[src/design/ggvc_pkg.sv]
package ggvc_pkg;

	// Field widths
	localparam int POS_W   = 16;
	localparam int DIFF_W  = 17;
	localparam int LIN_W   = 15;
	localparam int ANG_W   = 16;

	// Configuration register widths
	localparam int AGAIN_W = 12;
	localparam int LGAIN_W = 10;
	localparam int MTR_W   = 14;
	localparam int TOL_W   = 14;

	// CORDIC datapath: x and y grow by the CORDIC gain, z holds +-pi in Q.16
	localparam int CORDIC_N = 16;
	localparam int CX_W     = 20;
	localparam int CZ_W     = 20;
	localparam int BEAR_W   = CZ_W - 3;

	// Square root datapath: 34 bit sum of squares, 17 bit root
	localparam int SQ_W    = 34;
	localparam int SQRT_N  = SQ_W / 2;
	localparam int ROOT_W  = SQRT_N;
	localparam int SREM_W  = ROOT_W + 2;

	// Heading error and angular product
	localparam int ERR_W  = 18;
	localparam int PROD_W = AGAIN_W + 1 + ERR_W;

	// Divider: numerator is linear_gain * distance * 4
	localparam int NUM_W  = LGAIN_W + ROOT_W + 2;
	localparam int DIV_W  = 16;
	localparam int DREM_W = DIV_W + 1;

	// Queue between front and back
	localparam int QUEUE_DEPTH_DEF = 4;

	// Angle constants
	localparam logic signed [CZ_W-1:0]  HALF_PI_Q16 = 20'sd102944;
	localparam logic signed [ERR_W-1:0] PI_Q13      = 18'sd25736;
	localparam logic signed [ERR_W-1:0] TWO_PI_Q13  = 18'sd51472;

	// Register map
	typedef enum logic [1:0] {
		REG_ANGULAR_GAIN   = 2'd0,
		REG_LINEAR_GAIN    = 2'd1,
		REG_MIN_TURN_RATE  = 2'd2,
		REG_GOAL_TOLERANCE = 2'd3
	} ggvc_reg_t;

	localparam logic [AGAIN_W-1:0] ANGULAR_GAIN_RST   = 12'd1280;
	localparam logic [LGAIN_W-1:0] LINEAR_GAIN_RST    = 10'd128;
	localparam logic [MTR_W-1:0]   MIN_TURN_RATE_RST  = 14'd512;
	localparam logic [TOL_W-1:0]   GOAL_TOLERANCE_RST = 14'd102;

	typedef struct packed {
		logic [AGAIN_W-1:0] angular_gain;
		logic [LGAIN_W-1:0] linear_gain;
		logic [MTR_W-1:0]   min_turn_rate;
		logic [TOL_W-1:0]   goal_tolerance;
	} ggvc_cfg_t;

	// One classified item as it travels from front to back
	typedef struct packed {
		logic signed [DIFF_W-1:0] dx;
		logic signed [DIFF_W-1:0] dy;
		logic signed [POS_W-1:0]  heading;
		logic                     at_goal;
	} ggvc_item_t;

	// atan(2^-i) in Q.16, rounded to nearest
	function automatic logic signed [CZ_W-1:0] atan_q16(input logic [3:0] i);
		logic signed [CZ_W-1:0] r;
		case (i)
			4'd0:    r = 20'sd51472;
			4'd1:    r = 20'sd30386;
			4'd2:    r = 20'sd16055;
			4'd3:    r = 20'sd8150;
			4'd4:    r = 20'sd4091;
			4'd5:    r = 20'sd2047;
			4'd6:    r = 20'sd1024;
			4'd7:    r = 20'sd512;
			4'd8:    r = 20'sd256;
			4'd9:    r = 20'sd128;
			4'd10:   r = 20'sd64;
			4'd11:   r = 20'sd32;
			4'd12:   r = 20'sd16;
			4'd13:   r = 20'sd8;
			4'd14:   r = 20'sd4;
			4'd15:   r = 20'sd2;
			default: r = '0;
		endcase
		return r;
	endfunction

endpackage

[src/design/ggvc_queue.sv]
module ggvc_queue import ggvc_pkg::*; #(
	parameter int DEPTH = QUEUE_DEPTH_DEF
) (
	input  logic       clk,
	input  logic       arst_n,
	input  logic       wr_en,
	input  ggvc_item_t wr_item,
	output logic       q_full,
	input  logic       rd_en,
	output ggvc_item_t rd_item,
	output logic       q_empty
);

	localparam int AW = (DEPTH > 1) ? $clog2(DEPTH) : 1;
	localparam int CW = $clog2(DEPTH + 1);

	ggvc_item_t    mem_q [0:DEPTH-1];
	logic [AW-1:0] wr_ptr_q;
	logic [AW-1:0] rd_ptr_q;
	logic [CW-1:0] count_q;

	assign q_full  = (count_q == CW'(DEPTH));
	assign q_empty = (count_q == '0);
	assign rd_item = mem_q[rd_ptr_q];

	// Pointers wrap at the depth, the count tracks occupancy
	always_ff @(posedge clk or negedge arst_n) begin
		if (!arst_n) begin
			wr_ptr_q <= '0;
			rd_ptr_q <= '0;
			count_q  <= '0;
		end else begin
			if (wr_en) begin
				wr_ptr_q <= (wr_ptr_q == AW'(DEPTH - 1)) ? '0 : wr_ptr_q + 1'b1;
			end
			if (rd_en) begin
				rd_ptr_q <= (rd_ptr_q == AW'(DEPTH - 1)) ? '0 : rd_ptr_q + 1'b1;
			end
			if (wr_en && !rd_en) begin
				count_q <= count_q + 1'b1;
			end else if (rd_en && !wr_en) begin
				count_q <= count_q - 1'b1;
			end
		end
	end

	always_ff @(posedge clk) begin
		if (wr_en) begin
			mem_q[wr_ptr_q] <= wr_item;
		end
	end

	a_no_overflow: assert property (@(posedge clk) disable iff (!arst_n)
		q_full |-> !wr_en) else $error("queue written while full");
	a_no_underflow: assert property (@(posedge clk) disable iff (!arst_n)
		q_empty |-> !rd_en) else $error("queue read while empty");
	a_count_step: assert property (@(posedge clk) disable iff (!arst_n)
		(wr_en && rd_en) |=> $stable(count_q)) else $error("count moved on pass-through");

endmodule

[config.mk]
export PLATFORM = sky130hd
export DESIGN_NAME = ggvc_queue
export DESIGN_NICKNAME = d
export VERILOG_FILES = /design/src/design/ggvc_pkg.sv /design/src/design/ggvc_queue.sv
export SDC_FILE = /design/constraint.sdc
export NUM_CORES = 1
export LEC_CHECK = 0
export BUFFER_PORTS_ARGS = -buffer_cell sky130_fd_sc_hd__buf_2
export CAP_MARGIN = 25
export CORE_ASPECT_RATIO = 1.1
export CORE_MARGIN = 2
export CORE_UTILIZATION = 60
export CTS_BUF_LIST = sky130_fd_sc_hd__clkbuf_8
export DETAILED_ROUTE_END_ITERATION = 10
export GPL_TIMING_DRIVEN = 0
export PLACE_DENSITY = 0.83
export SYNTH_ARGS = -nofsm -noshare
export SYNTH_HDL_FRONTEND = slang
export SYNTH_SLANG_ARGS = --single-unit
export TNS_END_PERCENT = 1
[constraint.sdc]
create_clock -name clk -period 6.7 [get_ports clk]
set_input_delay 0.335 -clock clk [delete_from_list [all_inputs] [get_ports clk]]
set_output_delay 0.335 -clock clk [all_outputs]
set_load 0.005 [all_outputs]
---- Word-level counts from Yosys, hierarchy flattened ----
Memory sizes are Yosys's and may differ from the RTL's.
Cells that the tools add are included.
cells by class
  $add $sub $neg .......................... 4
  eq/ne operators ......................... 3
  mux-type cells .......................... 6
  reductions and logical operators ........ 6
operators by type and width
  cell                                              count
  two-way mux 3 bit                                 2
  adder 2 x 1 -> 2 bit, second input constant       2
  == test 2 bit, second input constant              2
  two-way mux 2 bit                                 2
  adder 3 x 1 -> 3 bit, second input constant       1
  == test 3 bit, second input constant              1
  logical NOT 3 bit                                 1
  subtractor 3 x 1 -> 3 bit, second input constant  1
  logical AND 1 bit                                 2
  logical NOT 1 bit                                 2
  two-way mux 1 bit                                 2
  nonzero test 2 bit                                1
word-level totals
  bits in registers ....................... 7
  memory bits (writable) .................. 204
  output and inout bits ................... 53
  logic and storage cells ................. 23
  memories ................................ 1
memory list
  memory  depth  bits a word  read ports  clocked after memory_dff  wr ports  RTL line          text
  mem_q   4      51           1           0                         1         ggvc_queue.sv:17  ggvc_item_t mem_q [0:DEPTH-1];

---- Logic depth before layout (Yosys ltp) ----
  depth in word-level cells ............... 4
  gate-level depth with buffers ........... 7

---- Worst setup path after synthesis ----
No wires, ideal clock.
  kind .................................... register -> register
  from .................................... register wr_ptr_q[0]
  to ...................................... memory mem_q[0][0] in the netlist's numbering, enable pin
  setup time .............................. 414 ps
  arrival time ............................ 1,838 ps
  slack ................................... 4,448 ps
  stages on the path, launching flop included .. 4
  period minus slack after synthesis ...... 2,252 ps
  cells stage by stage .................... dfrtp_1 -> inv_1 -> ha_1 -> and2_1
RTL lines
  what                    RTL line          text
  start, declared         ggvc_queue.sv:18  logic [AW-1:0] wr_ptr_q;
  start signal, assigned  ggvc_queue.sv:34  wr_ptr_q <= (wr_ptr_q == AW'(DEPTH - 1)) ? '0 : wr_ptr_q + 1'b1;
  end, declared           ggvc_queue.sv:17
No word-level cell before the write port.

==> out/results.txt <==
The run finished, with violations left. The checks that failed: DRC. The number of hold-slack violations in the final timing report is 0. The slack of the worst reg-to-reg path is 4.85 ns. Net switching is 27.12% of the power.

The internal power contribution was 0.002744 W; the arrival time reported for the critical path endpoint was 2.10 ns. The tool flagged a number of max-cap violations equal to 0. Max-slew violation count: 0. The reg-to-reg critical path startpoint was wr_ptr_q[0]. STA classifies the critical path startpoint as a flip-flop.

The number of clock buffers added by TritonCTS is 31. The worst hold path belongs to the class in -> reg. After detailed routing, the number of remaining DRC violations is 7. STA classifies the critical path endpoint as an output port.

Synthesis produced 304 cells. Final hold slack: 0.02531 ns. Power spread over the standard cell area amounts to 394.2 nW/um2. Measured along the x axis, the die boundary spans 113.0 um. The mean routed wirelength per cell was 20.45 um. By area the synthesized netlist is led by edfxtp_1 78%, mux4_2 14%, dfrtp_1 2.2%.

The tools report the routability-driven placement congestion ratio as 0.6719. Derived from the worst setup path, the maximum achievable clock frequency is 411.0 MHz. Cell accounting for the most synthesized area: edfxtp_1. After layout, the worst setup slack is 4.267 ns. The Yosys step of the flow raised 0 warnings. Part of the power in registers: 46.7%. The top cell types in the final layout, fill and taps aside, are 204 x edfxtp_1, 112 x buf_2, 48 x mux4_2. The wire length of the first global-routing pass was 20.78 mm; the highest fanout seen on the critical path was 10. The detailed-route via count was 3642; the count of buffers inserted at the top-level ports was 107. The area growth from synthesis to layout is 21.84%.

Across the routed clock network, the largest skew measured is 0.008318 ns. Clock tree synthesis found a total of 211 sinks. The number of detailed-routing iterations run before antenna repair was 8; the number of antenna violations at the first check in global routing was 0. The run gives 0.001021 W as the switching power of the nets. The data required time at the worst endpoint came out at 6.36 ns. The all-layer global routing usage is 19.91%. Summed over all nets, the half-perimeter wirelength after detailed placement is 8.109 mm. The worst hold path begins at wr_item[38].

The leakage power total was 3.435 nW. In the routed layout, each cell is associated on average with a via count of 5.493. Buffers inserted to repair hold after CTS numbered 35.

The logs give 3961 for the number of global-route vias before repair and 13990 um2 for the die area. The beginning of the critical path was rd_ptr_q[1]. The post-route netlist has 42.29% of its cells at a drive strength greater than 1. The tools report the setup violation total in the final timing report as 0. The register bit total from synthesis is 211. 108 I/O pins were placed. When the netlist entered floorplanning its net count stood at 366.

Endpoint of the most critical register-to-register path: mem_q[2][4]. The number of setup buffers added after CTS was 0; the total wire length was 13.56 mm. The tools report the quantity of gates resized following cts as 0. Number of H-tree branching levels: 1. The peak ir drop on the vdd network is 0.2408 mV. Synthesis instantiated 20 different standard cells from the library.

The initial utilization of the core area, before any placement, comes to 61.73%. The antenna cell count is 0. TritonCTS built the clock tree.

Entering global routing, the biggest net connects 52 pins. In this run the clock root is driven by a clkbuf_8. For the pin with the worst max-slew slack, the measured transition is 0.8046 ns. The height of the chip was 123.9 um; the area share of the largest cell type after synthesis was 78.16%. After synthesis, flip-flops and latches occupy 80.40% of the total area. A synthesized cell averages 25.78 um2.

The clock network accounts for 24.1% of the total power. The core area was 12700 um2. In the final timing run, aggregate negative setup slack is 0 ns. The kind of critical path is reg -> out. Worst relative slew slack: 46.36%. Setup repair after global routing left no endpoint under its margin. The tools report the worst setup path endpoint as rd_item[13]. The clock period could shrink to 2.433 ns. The final critical path takes up 36.31% of the cycle. Per report_power, the combinational group accounts for 29.2% of the total. The number of nets at the end of the flow is 544, and the netlist area before placement is 7838 um2.

The path depth of the worst reg2reg path was 4; the number of design-rule violations left by the first detailed-router iteration was 245. After floorplanning, the core was divided into 43 placement rows. After clock tree synthesis, the clock-pin slew on the worst setup and hold paths is 0.06 ns. The count of nets left with antenna violations once routing finished came out at 0. For this run the aggregate overflow at the end of global routing stands at 0. Before CTS, the worst setup slack after placement is 4.825 ns.

The clock passes through at most 3 buffers. For the insertion delay to the later sink of the worst-skew pair, the log shows 0.53 ns. The library cell used most frequently in the layout, excluding fill and tap cells, is edfxtp_1.
## worst min path at each step
stage	endpoint	slack [ns]	cells after the start
after detailed placement	count_q[2]	0.19	1
after CTS	mem_q[1][22]	0.000004	1
after global placement	count_q[1]	0.17	1
after floorplan	count_q[0]	0.04	0
after global routing	mem_q[2][18]	0.003	1
final	mem_q[3][38]	0.03	1
## routing by layer
| layer | track usage, % | share of wire (%) |
|---|---|---|
| met5 | 0 | 0 |
| met4 | 6.784 | 1.9 |
| met3 | 3.698 | 5.4 |
| met2 | 34.90 | 53 |
| met1 | 25.71 | 40 |
## power by group through the flow
stage / sequential (W) / clock [W] / combinational (W)
floorplan: 0.00177 / 0 / 0.000708
global placement: 0.00178 / 0 / 0.00107
detailed placement: 0.00179 / 0 / 0.00110
CTS: 0.00176 / 0.000931 / 0.00112
global route: 0.00178 / 0.000986 / 0.00119
finish: 0.00176 / 0.000908 / 0.00110
## synth_stat cells (all sizes together)
cell      n
edfxtp  204
mux4     51
buf      11
dfrtp     7
ha        6
and2      4
inv       4
mux2      3
nor2      3
nand2     2
o21ai     2
xor2      2
clkbuf    1
fa        1
nor3      1
nor3b     1
xnor2     1
## critical path, stage by stage (launching register included)
cell      delay [ns]
dfrtp_1         0.35
clkbuf_1        0.34
buf_2           0.34
mux4_2          0.39
buf_2           0.15
## metrics by stage
| stage | instances | area (um2) | total power [W] | util [%] |
|---|---|---|---|---|
| after floorplan | 304 | 7838 | 0.002477 | - |
| after global placement | 568 | 8569 | 0.002851 | 67.49 |
| after detailed placement | 571 | 8636 | 0.002890 | 68.01 |
| after CTS | 663 | 9549 | 0.003813 | 75.21 |
| after global routing | 663 | 9549 | 0.003953 | 75.21 |
| final | 663 | 9549 | 0.003764 | 75.21 |
## cell families (layout without fill, tap and decap cells)
| group | after synthesis | after routing | synth area share, % |
|---|---|---|---|
| flops | 211 | 211 | 80.40 |
| mux | 54 | 54 | 15.23 |
| buf+inv | 16 | 218 | 1.979 |
| simple gates | 11 | 11 | 0.7183 |
| fa+ha+maj | 7 | 7 | 1.213 |
| xor+xnor | 3 | 3 | 0.3353 |
| compound gates | 2 | 2 | 0.1277 |
## flip-flops by register name, summed over array words and instances (netlist names)
| register | cells |
|---|---|
| mem_q | 204 |
| count_q | 3 |
| rd_ptr_q | 2 |
| wr_ptr_q | 2 |
## cell type report
class / instances / area, um2
plain buffers: 12 / 140.1
clock buffers: 34 / 467.9
clock inverters: 23 / 95.09
fillers: 723 / 3148
inverters: 4 / 15.01
multi-input cells: 77 / 1388
flip-flops and latches: 211 / 6301
well taps: 157 / 196.4
repair buffers: 145 / 945.9
No activity file was read; power rests on OpenSTA's default activity.
