File: src/design/ggvc_pkg.sv
package ggvc_pkg;

	// Field widths
	localparam int POS_W   = 16;
	localparam int DIFF_W  = 17;
	localparam int LIN_W   = 15;
	localparam int ANG_W   = 16;

	// Configuration register widths
	localparam int AGAIN_W = 12;
	localparam int LGAIN_W = 10;
	localparam int MTR_W   = 14;
	localparam int TOL_W   = 14;

	// CORDIC datapath: x and y grow by the CORDIC gain, z holds +-pi in Q.16
	localparam int CORDIC_N = 16;
	localparam int CX_W     = 20;
	localparam int CZ_W     = 20;
	localparam int BEAR_W   = CZ_W - 3;

	// Square root datapath: 34 bit sum of squares, 17 bit root
	localparam int SQ_W    = 34;
	localparam int SQRT_N  = SQ_W / 2;
	localparam int ROOT_W  = SQRT_N;
	localparam int SREM_W  = ROOT_W + 2;

	// Heading error and angular product
	localparam int ERR_W  = 18;
	localparam int PROD_W = AGAIN_W + 1 + ERR_W;

	// Divider: numerator is linear_gain * distance * 4
	localparam int NUM_W  = LGAIN_W + ROOT_W + 2;
	localparam int DIV_W  = 16;
	localparam int DREM_W = DIV_W + 1;

	// Queue between front and back
	localparam int QUEUE_DEPTH_DEF = 4;

	// Angle constants
	localparam logic signed [CZ_W-1:0]  HALF_PI_Q16 = 20'sd102944;
	localparam logic signed [ERR_W-1:0] PI_Q13      = 18'sd25736;
	localparam logic signed [ERR_W-1:0] TWO_PI_Q13  = 18'sd51472;

	// Register map
	typedef enum logic [1:0] {
		REG_ANGULAR_GAIN   = 2'd0,
		REG_LINEAR_GAIN    = 2'd1,
		REG_MIN_TURN_RATE  = 2'd2,
		REG_GOAL_TOLERANCE = 2'd3
	} ggvc_reg_t;

	localparam logic [AGAIN_W-1:0] ANGULAR_GAIN_RST   = 12'd1280;
	localparam logic [LGAIN_W-1:0] LINEAR_GAIN_RST    = 10'd128;
	localparam logic [MTR_W-1:0]   MIN_TURN_RATE_RST  = 14'd512;
	localparam logic [TOL_W-1:0]   GOAL_TOLERANCE_RST = 14'd102;

	typedef struct packed {
		logic [AGAIN_W-1:0] angular_gain;
		logic [LGAIN_W-1:0] linear_gain;
		logic [MTR_W-1:0]   min_turn_rate;
		logic [TOL_W-1:0]   goal_tolerance;
	} ggvc_cfg_t;

	// One classified item as it travels from front to back
	typedef struct packed {
		logic signed [DIFF_W-1:0] dx;
		logic signed [DIFF_W-1:0] dy;
		logic signed [POS_W-1:0]  heading;
		logic                     at_goal;
	} ggvc_item_t;

	// atan(2^-i) in Q.16, rounded to nearest
	function automatic logic signed [CZ_W-1:0] atan_q16(input logic [3:0] i);
		logic signed [CZ_W-1:0] r;
		case (i)
			4'd0:    r = 20'sd51472;
			4'd1:    r = 20'sd30386;
			4'd2:    r = 20'sd16055;
			4'd3:    r = 20'sd8150;
			4'd4:    r = 20'sd4091;
			4'd5:    r = 20'sd2047;
			4'd6:    r = 20'sd1024;
			4'd7:    r = 20'sd512;
			4'd8:    r = 20'sd256;
			4'd9:    r = 20'sd128;
			4'd10:   r = 20'sd64;
			4'd11:   r = 20'sd32;
			4'd12:   r = 20'sd16;
			4'd13:   r = 20'sd8;
			4'd14:   r = 20'sd4;
			4'd15:   r = 20'sd2;
			default: r = '0;
		endcase
		return r;
	endfunction

endpackage

File: src/design/ggvc_front.sv
module ggvc_front import ggvc_pkg::*; (
	input  logic                     clk,
	input  logic                     arst_n,
	input  logic                     push,
	output logic                     full,
	input  logic signed [POS_W-1:0]  pose_x,
	input  logic signed [POS_W-1:0]  pose_y,
	input  logic signed [POS_W-1:0]  pose_heading,
	input  logic signed [POS_W-1:0]  goal_x,
	input  logic signed [POS_W-1:0]  goal_y,
	input  logic [TOL_W-1:0]         goal_tolerance,
	output logic                     q_push,
	output ggvc_item_t               q_item,
	input  logic                     q_full
);

	logic                     valid_q;
	ggvc_item_t               item_q;
	logic                     accept;
	logic signed [DIFF_W-1:0] dx;
	logic signed [DIFF_W-1:0] dy;
	logic [DIFF_W-1:0]        adx;
	logic [DIFF_W-1:0]        ady;

	// The input holding register frees up as soon as its beat moves on
	assign full   = valid_q && q_full;
	assign accept = push && !full;
	assign q_push = valid_q && !q_full;
	assign q_item = item_q;

	// Axis errors and the arrival test
	always_comb begin
		dx  = DIFF_W'(goal_x) - DIFF_W'(pose_x);
		dy  = DIFF_W'(goal_y) - DIFF_W'(pose_y);
		adx = dx[DIFF_W-1] ? DIFF_W'(-dx) : DIFF_W'(dx);
		ady = dy[DIFF_W-1] ? DIFF_W'(-dy) : DIFF_W'(dy);
	end

	always_ff @(posedge clk or negedge arst_n) begin
		if (!arst_n) begin
			valid_q <= 1'b0;
		end else begin
			valid_q <= accept || (valid_q && q_full);
		end
	end

	always_ff @(posedge clk) begin
		if (accept) begin
			item_q.dx      <= dx;
			item_q.dy      <= dy;
			item_q.heading <= pose_heading;
			item_q.at_goal <= (adx <= DIFF_W'(goal_tolerance)) &&
				(ady <= DIFF_W'(goal_tolerance));
		end
	end

endmodule

File: config.mk
export PLATFORM = sky130hd
export DESIGN_NAME = ggvc_front
export DESIGN_NICKNAME = d
export VERILOG_FILES = /design/src/design/ggvc_pkg.sv /design/src/design/ggvc_front.sv
export SDC_FILE = /design/constraint.sdc
export NUM_CORES = 1
export LEC_CHECK = 0
export BUFFER_PORTS_ARGS = -buffer_cell sky130_fd_sc_hd__buf_4
export CORE_UTILIZATION = 30
export DETAILED_ROUTE_END_ITERATION = 8
export PLACE_DENSITY = 0.55
export SYNTH_ARGS = -nofsm -noshare
export SYNTH_HDL_FRONTEND = slang
export SYNTH_SLANG_ARGS = --single-unit
File: constraint.sdc
create_clock -name clk -period 3.22 [get_ports clk]
set_clock_uncertainty 0.2 [all_clocks]
set_input_delay 0.644 -clock clk [delete_from_list [all_inputs] [get_ports clk]]
set_output_delay 0.644 -clock clk [all_outputs]
set_load 0.01 [all_outputs]
# Word-level counts from Yosys, hierarchy flattened
# Cells that the tools add are included.
# op_classes
addsub,4
n_lt_le_gt_ge,2
n_mux,2
n_reduce_logical,7
# op_table
cell,n
less-or-equal comparator 17 x 14 -> 1 bit,2
2-to-1 mux 17 bit,2
negator 17 bit,2
subtractor 16 x 16 -> 17 bit,2
logical AND 1 bit,4
logical NOT 1 bit,2
logical OR 1 bit,1
# word_totals
ff_bits,52
input_bits,98
out_inout_bits,53
elab_cells,20

# Logic depth before layout (Yosys ltp)
# logic_depth
word_depth,5
depth_mapped,22
mapped_depth_nobuf,21

# Worst setup path after synthesis
# OpenSTA, ideal clock, no wires.
# synth_path
path_type,input to register
from,input port goal_y[0]
to,"register item_q, in the netlist q_item[0], data pin"
setup_ns,0.170
arrival_time_ns,4.080
required_time_ns,2.850
setup_slack_ns,-1.229
cell_stages,21
n_path_buf,1
path_cell_list,inv_1 ha_1 fa_1 nor2b_1 o2111ai_1 nand3_1 a311o_1 a31oi_1 a21oi_2 clkbuf_1 nor2_1 xnor2_1 ha_1 a21o_1 a21oi_1 o21ai_0 a221oi_1 o21ai_0 a21oi_1 o22ai_1 nor4_2
# synth_between
elab_chain_len,5
# synth_rtl
item,line,rtl
start: declaration,ggvc_front.sv:10,"input logic signed [POS_W-1:0] goal_y,"
subtractor 16 x 16 -> 17 bit (*),ggvc_front.sv:34,dy = DIFF_W'(goal_y) - DIFF_W'(pose_y);
negator 17 bit,ggvc_front.sv:36,ady = dy[DIFF_W-1] ? DIFF_W'(-dy) : DIFF_W'(dy);
2-to-1 mux 17 bit (*),ggvc_front.sv:36,
less-or-equal comparator 17 x 14 -> 1 bit (*),ggvc_front.sv:53,(ady <= DIFF_W'(goal_tolerance));
logical AND 1 bit (*),ggvc_front.sv:52,item_q.at_goal <= (adx <= DIFF_W'(goal_tolerance)) &&
end: declaration,ggvc_front.sv:18,ggvc_item_t item_q;
# Mark *: on every way between the ends. The rest lies on a longest branch, timed or not.
# A chain may end at the register's enable or synchronous reset.

# Worst setup path in the final report
# layout_path
from,input port goal_x[0]
to,"register item_q, in the netlist q_item[0], data pin"
# layout_between
elab_chain_len,5
# layout_rtl
item,line,rtl
start: declaration,ggvc_front.sv:9,"input logic signed [POS_W-1:0] goal_x,"
subtractor 16 x 16 -> 17 bit (*),ggvc_front.sv:33,dx = DIFF_W'(goal_x) - DIFF_W'(pose_x);
net dx[6],ggvc_front.sv:20,logic signed [DIFF_W-1:0] dx;
negator 17 bit,ggvc_front.sv:35,adx = dx[DIFF_W-1] ? DIFF_W'(-dx) : DIFF_W'(dx);
2-to-1 mux 17 bit (*),ggvc_front.sv:35,
less-or-equal comparator 17 x 14 -> 1 bit (*),ggvc_front.sv:52,
logical AND 1 bit (*),ggvc_front.sv:52,
# The timed path passes the listed nets; every way through them passes the cells marked *.

==> key figures <==
Layout
  • Layout cells sized above 1: 42.77%
  • Antenna fix cells: 0
  • Fin nets: 963
  • Multi-input gate area: 3119 um^2
  • Area delta synth->final: 55.43%
  • Fill count: roughly 1500
  • Area taken by flip-flops and latches: around 1600 um^2

Pwr
  • Total power draw: about 3.0 mW
  • VDD IR-drop max: 0.0002236 V
  • Sw power: 1.015 mW
  • Switching part of the total: between 30% and 40%
  • Seq pwr share: between 20 and 30%
  • Power Density: approximately 400 nW/um^2
  • LEAKAGE: 3.648 nW
  • Clock share of power: between 10% and 20%
  • Comb power frac: between 50% and 60%
  • P_int: ~2.0 mW

Die
  • Initial Util: a little under a third
  • Io pins: about 150
  • Die Y: 129.6 um
  • # rows: 46
  • Core area: 15890 um^2
  • Die area: around 17000 um^2
  • Chip width: between 100 and 150 um

CTS
  • Htree depth: 2
  • Clk_lat worst skew: roughly 0.28 ns
  • Clock root buffer: clkbuf_16
  • CTS tree: yes
  • TritonCTS Buffers: 5
  • Setup bufs post-CTS: 0
  • Clock Pin Slew Worst Setup and Hold Paths: ~0.070 ns
  • CTS Sinks: 52
  • Clock tree buffer depth: 2

Routing
  • DR iter-0 viols: 187
  • Router iterations before antenna repair: 4
  • Wire per inst: 13.04 um
  • Final ANT Viol Nets: 0
  • Via Count: 4750
  • DRC viols: 0
  • Final WL: between 10000 and 15000 um
  • DR vias/cell: ~4.7

Synth
  • Synth Flop Type: edfxtp_1
  • Post-Synthesis Cells: between 500 and 600
  • Mapped Nets: approximately 670
  • Synth cell count leaders: inv_1, ha_1, edfxtp_1
  • Seq/Total Area, Yosys: 31.86%
  • Post-synth EDFFs: 51
  • Area contributors post-synth: edfxtp_1, ha_1, inv_1, xnor2_1, a21oi_1
  • Most numerous cell in the Yosys netlist: inv_1
  • Async S/R FF share, synth: 1.923%
  • Yosys reg bits: 52
  • Ys Warns: 0
  • Yosys top cell area share: 31.35%
  • Yosys top cell by area: edfxtp_1
  • Syn avg cell area: 9.559 um^2
  • Synth unique cells: 77
  • Synthesized area: ~4900 um^2

Timing
  • Min Tclk post-route: about 4.2 ns
  • Final hold violation count: 0
  • Fmax: approximately 0.24 GHz
  • Post-route worst setup slack: -1.016 ns
  • Final setup viols: 1
  • Final worst path period share: 131.5%
  • Final hold slack: roughly 0.33 ns
  • Unrepaired setup endpoints after global routing: true
  • Max Transition Viols Final: 0
  • Rel. slew slack: roughly 54%
  • Worst slew pin tran: slightly below 0.7 ns

Worst setup path
  • Crit end category: flop
  • Worst setup path class: in -> reg
  • Req. time, crit path: ~3.1 ns
  • Critical path peak fanout: 4
  • Worst Path Arrival: about 4.2 ns
  • Crit path launch type: primary input

Global route
  • Vias in the first global route: around 4800
  • Largest net degree at the start of global routing: 52
  • Initial antenna violation count: 0
  • GRT Total Usage: around 16%
  • Global-route wire length before repair: roughly 21000 um
  • GRT overflow: 0

Run
  • Max Cap Viol: 0

Status
  • Run status: finished with violations
  • Failing checks: setup timing

Place
  • Number of buffers added on ports: 150
  • RD Place Congestion: between 0.8 and 0.9
  • Post-DP HPWL: ~11000 um

Min path
  • Hold Path Class: in -> reg
-- area by class of cell --
type | count | area share, %
inverter | 79 | 4.071
sequential | 52 | 20.50
timing repair buffer | 290 | 28.87
tap | 216 | 3.560
clock inverter | 2 | 0.2142
clock buffer | 6 | 1.697
multi-input combinational | 373 | 41.08
-- power by group through the flow --
stage / sequential [mW] / combinational, mW / clock (mW)
6_report: 0.855 / 1.58 / 0.532
5_1_grt: 0.861 / 1.76 / 0.575
4_1_cts: 0.857 / 1.58 / 0.549
3_5_place_dp: 0.872 / 1.56 / 0
3_3_place_gp: 0.872 / 1.51 / 0
2_1_floorplan: 0.894 / 0.852 / 0
-- what timing repair did --
item | CTS | global route
pin swaps | 0 | 2
endpoints found under the hold margin | 1 | 0
resized for setup | 2 | 6
hold buffers | 1 | 0
setup endpoints to repair | 1 | 1
gates cloned | 0 | 0
-- cells in the final DEF, fill, tap and decap left out, types with 3 or more instances in the layout --
| master | n |
|---|---|
| clkbuf_16 | 5 |
| nand3b_1 | 3 |
| a21oi_1 | 28 |
| o21ai_1 | 6 |
| buf_4 | 288 |
| nand3_1 | 15 |
| nor2_1 | 19 |
| nor3_1 | 16 |
| o31ai_1 | 3 |
| edfxtp_1 | 51 |
| o21bai_1 | 3 |
| inv_1 | 78 |
| and3_1 | 3 |
| a211o_1 | 3 |
| a21o_1 | 14 |
| a21oi_2 | 6 |
| ha_1 | 61 |
| and2_1 | 6 |
| a31oi_1 | 6 |
| xor2_1 | 12 |
| a211oi_1 | 3 |
| nand4_1 | 5 |
| a211oi_2 | 4 |
| o21ai_0 | 18 |
| xnor2_1 | 30 |
| or4_1 | 3 |
| nand2_1 | 21 |
| nor2b_1 | 7 |
| nand2b_1 | 9 |
| o21a_1 | 5 |
-- cells by family (layout without fill, tap and decap cells) --
group,after synthesis,after routing,share of synthesized area [%]
DFF,52,52,31.86
and+or+nand+nor,132,132,15.73
adders and majority gates,64,64,16.70
AOI/OAI and AO/OA,131,131,19.93
muxes,1,1,0.2305
xor gates and xnor gates,45,45,8.760
buffers and inverters,86,377,6.788
-- path summary, 6_finish.rpt --
kind	from	end	slack, ns	cells past startpoint
max	goal_x[0]	q_item[0]	-1.02	22
min	pose_heading[15]	q_item[16]	0.33	1
max reg2reg	valid_q	q_item[22]	1.40	3
min reg2reg	valid_q	valid_q	0.51	2
max in group asynchronous	arst_n	valid_q	2.26	2
min in group asynchronous	arst_n	valid_q	0.47	2
-- metal layers --
layer	vias up	global-route usage [%]	wire length (um)
li1	2431	-	-
met4	0	2.736	143
met2	117	28.56	6486
met1	2190	19.51	5888
met5	-	0	0
met3	12	2.973	752
-- through the flow --
stage                     instance area, um^2  worst slack [ns]  setup TNS, ns  cells  util (%)
final                                    7592            -1.016         -1.016   1018     47.79
after CTS                                7562            -1.064         -1.064   1018     47.61
after global routing                     7592            -1.265         -1.265   1018     47.79
after floorplan                          4985           -0.9320        -0.9320    511         -
after global placement                   7393            -1.187         -1.187   1009     46.54
after detailed placement                 7393            -1.376         -1.376   1009     46.54
-- state kept, by name, summed over array words and instances, names as in the netlist --
signal	flops
valid_q	1
q_item	51
-- worst max-delay path: stages --
cell	delay, ns
buf_4	0.11
inv_1	0.04
ha_1	0.16
inv_1	0.06
fa_2	0.36
a211oi_2	0.24
o21bai_1	0.10
a21oi_1	0.19
xnor2_1	0.10
nand3b_1	0.22
or4_4	0.48
nor2_4	0.12
nor2_1	0.06
xnor2_1	0.12
ha_1	0.29
nor2b_1	0.13
o21ai_0	0.13
nand2b_1	0.08
a21oi_2	0.13
o21a_1	0.12
o22ai_1	0.09
nor4_2	0.17
Power figures use the tool's default switching activity.
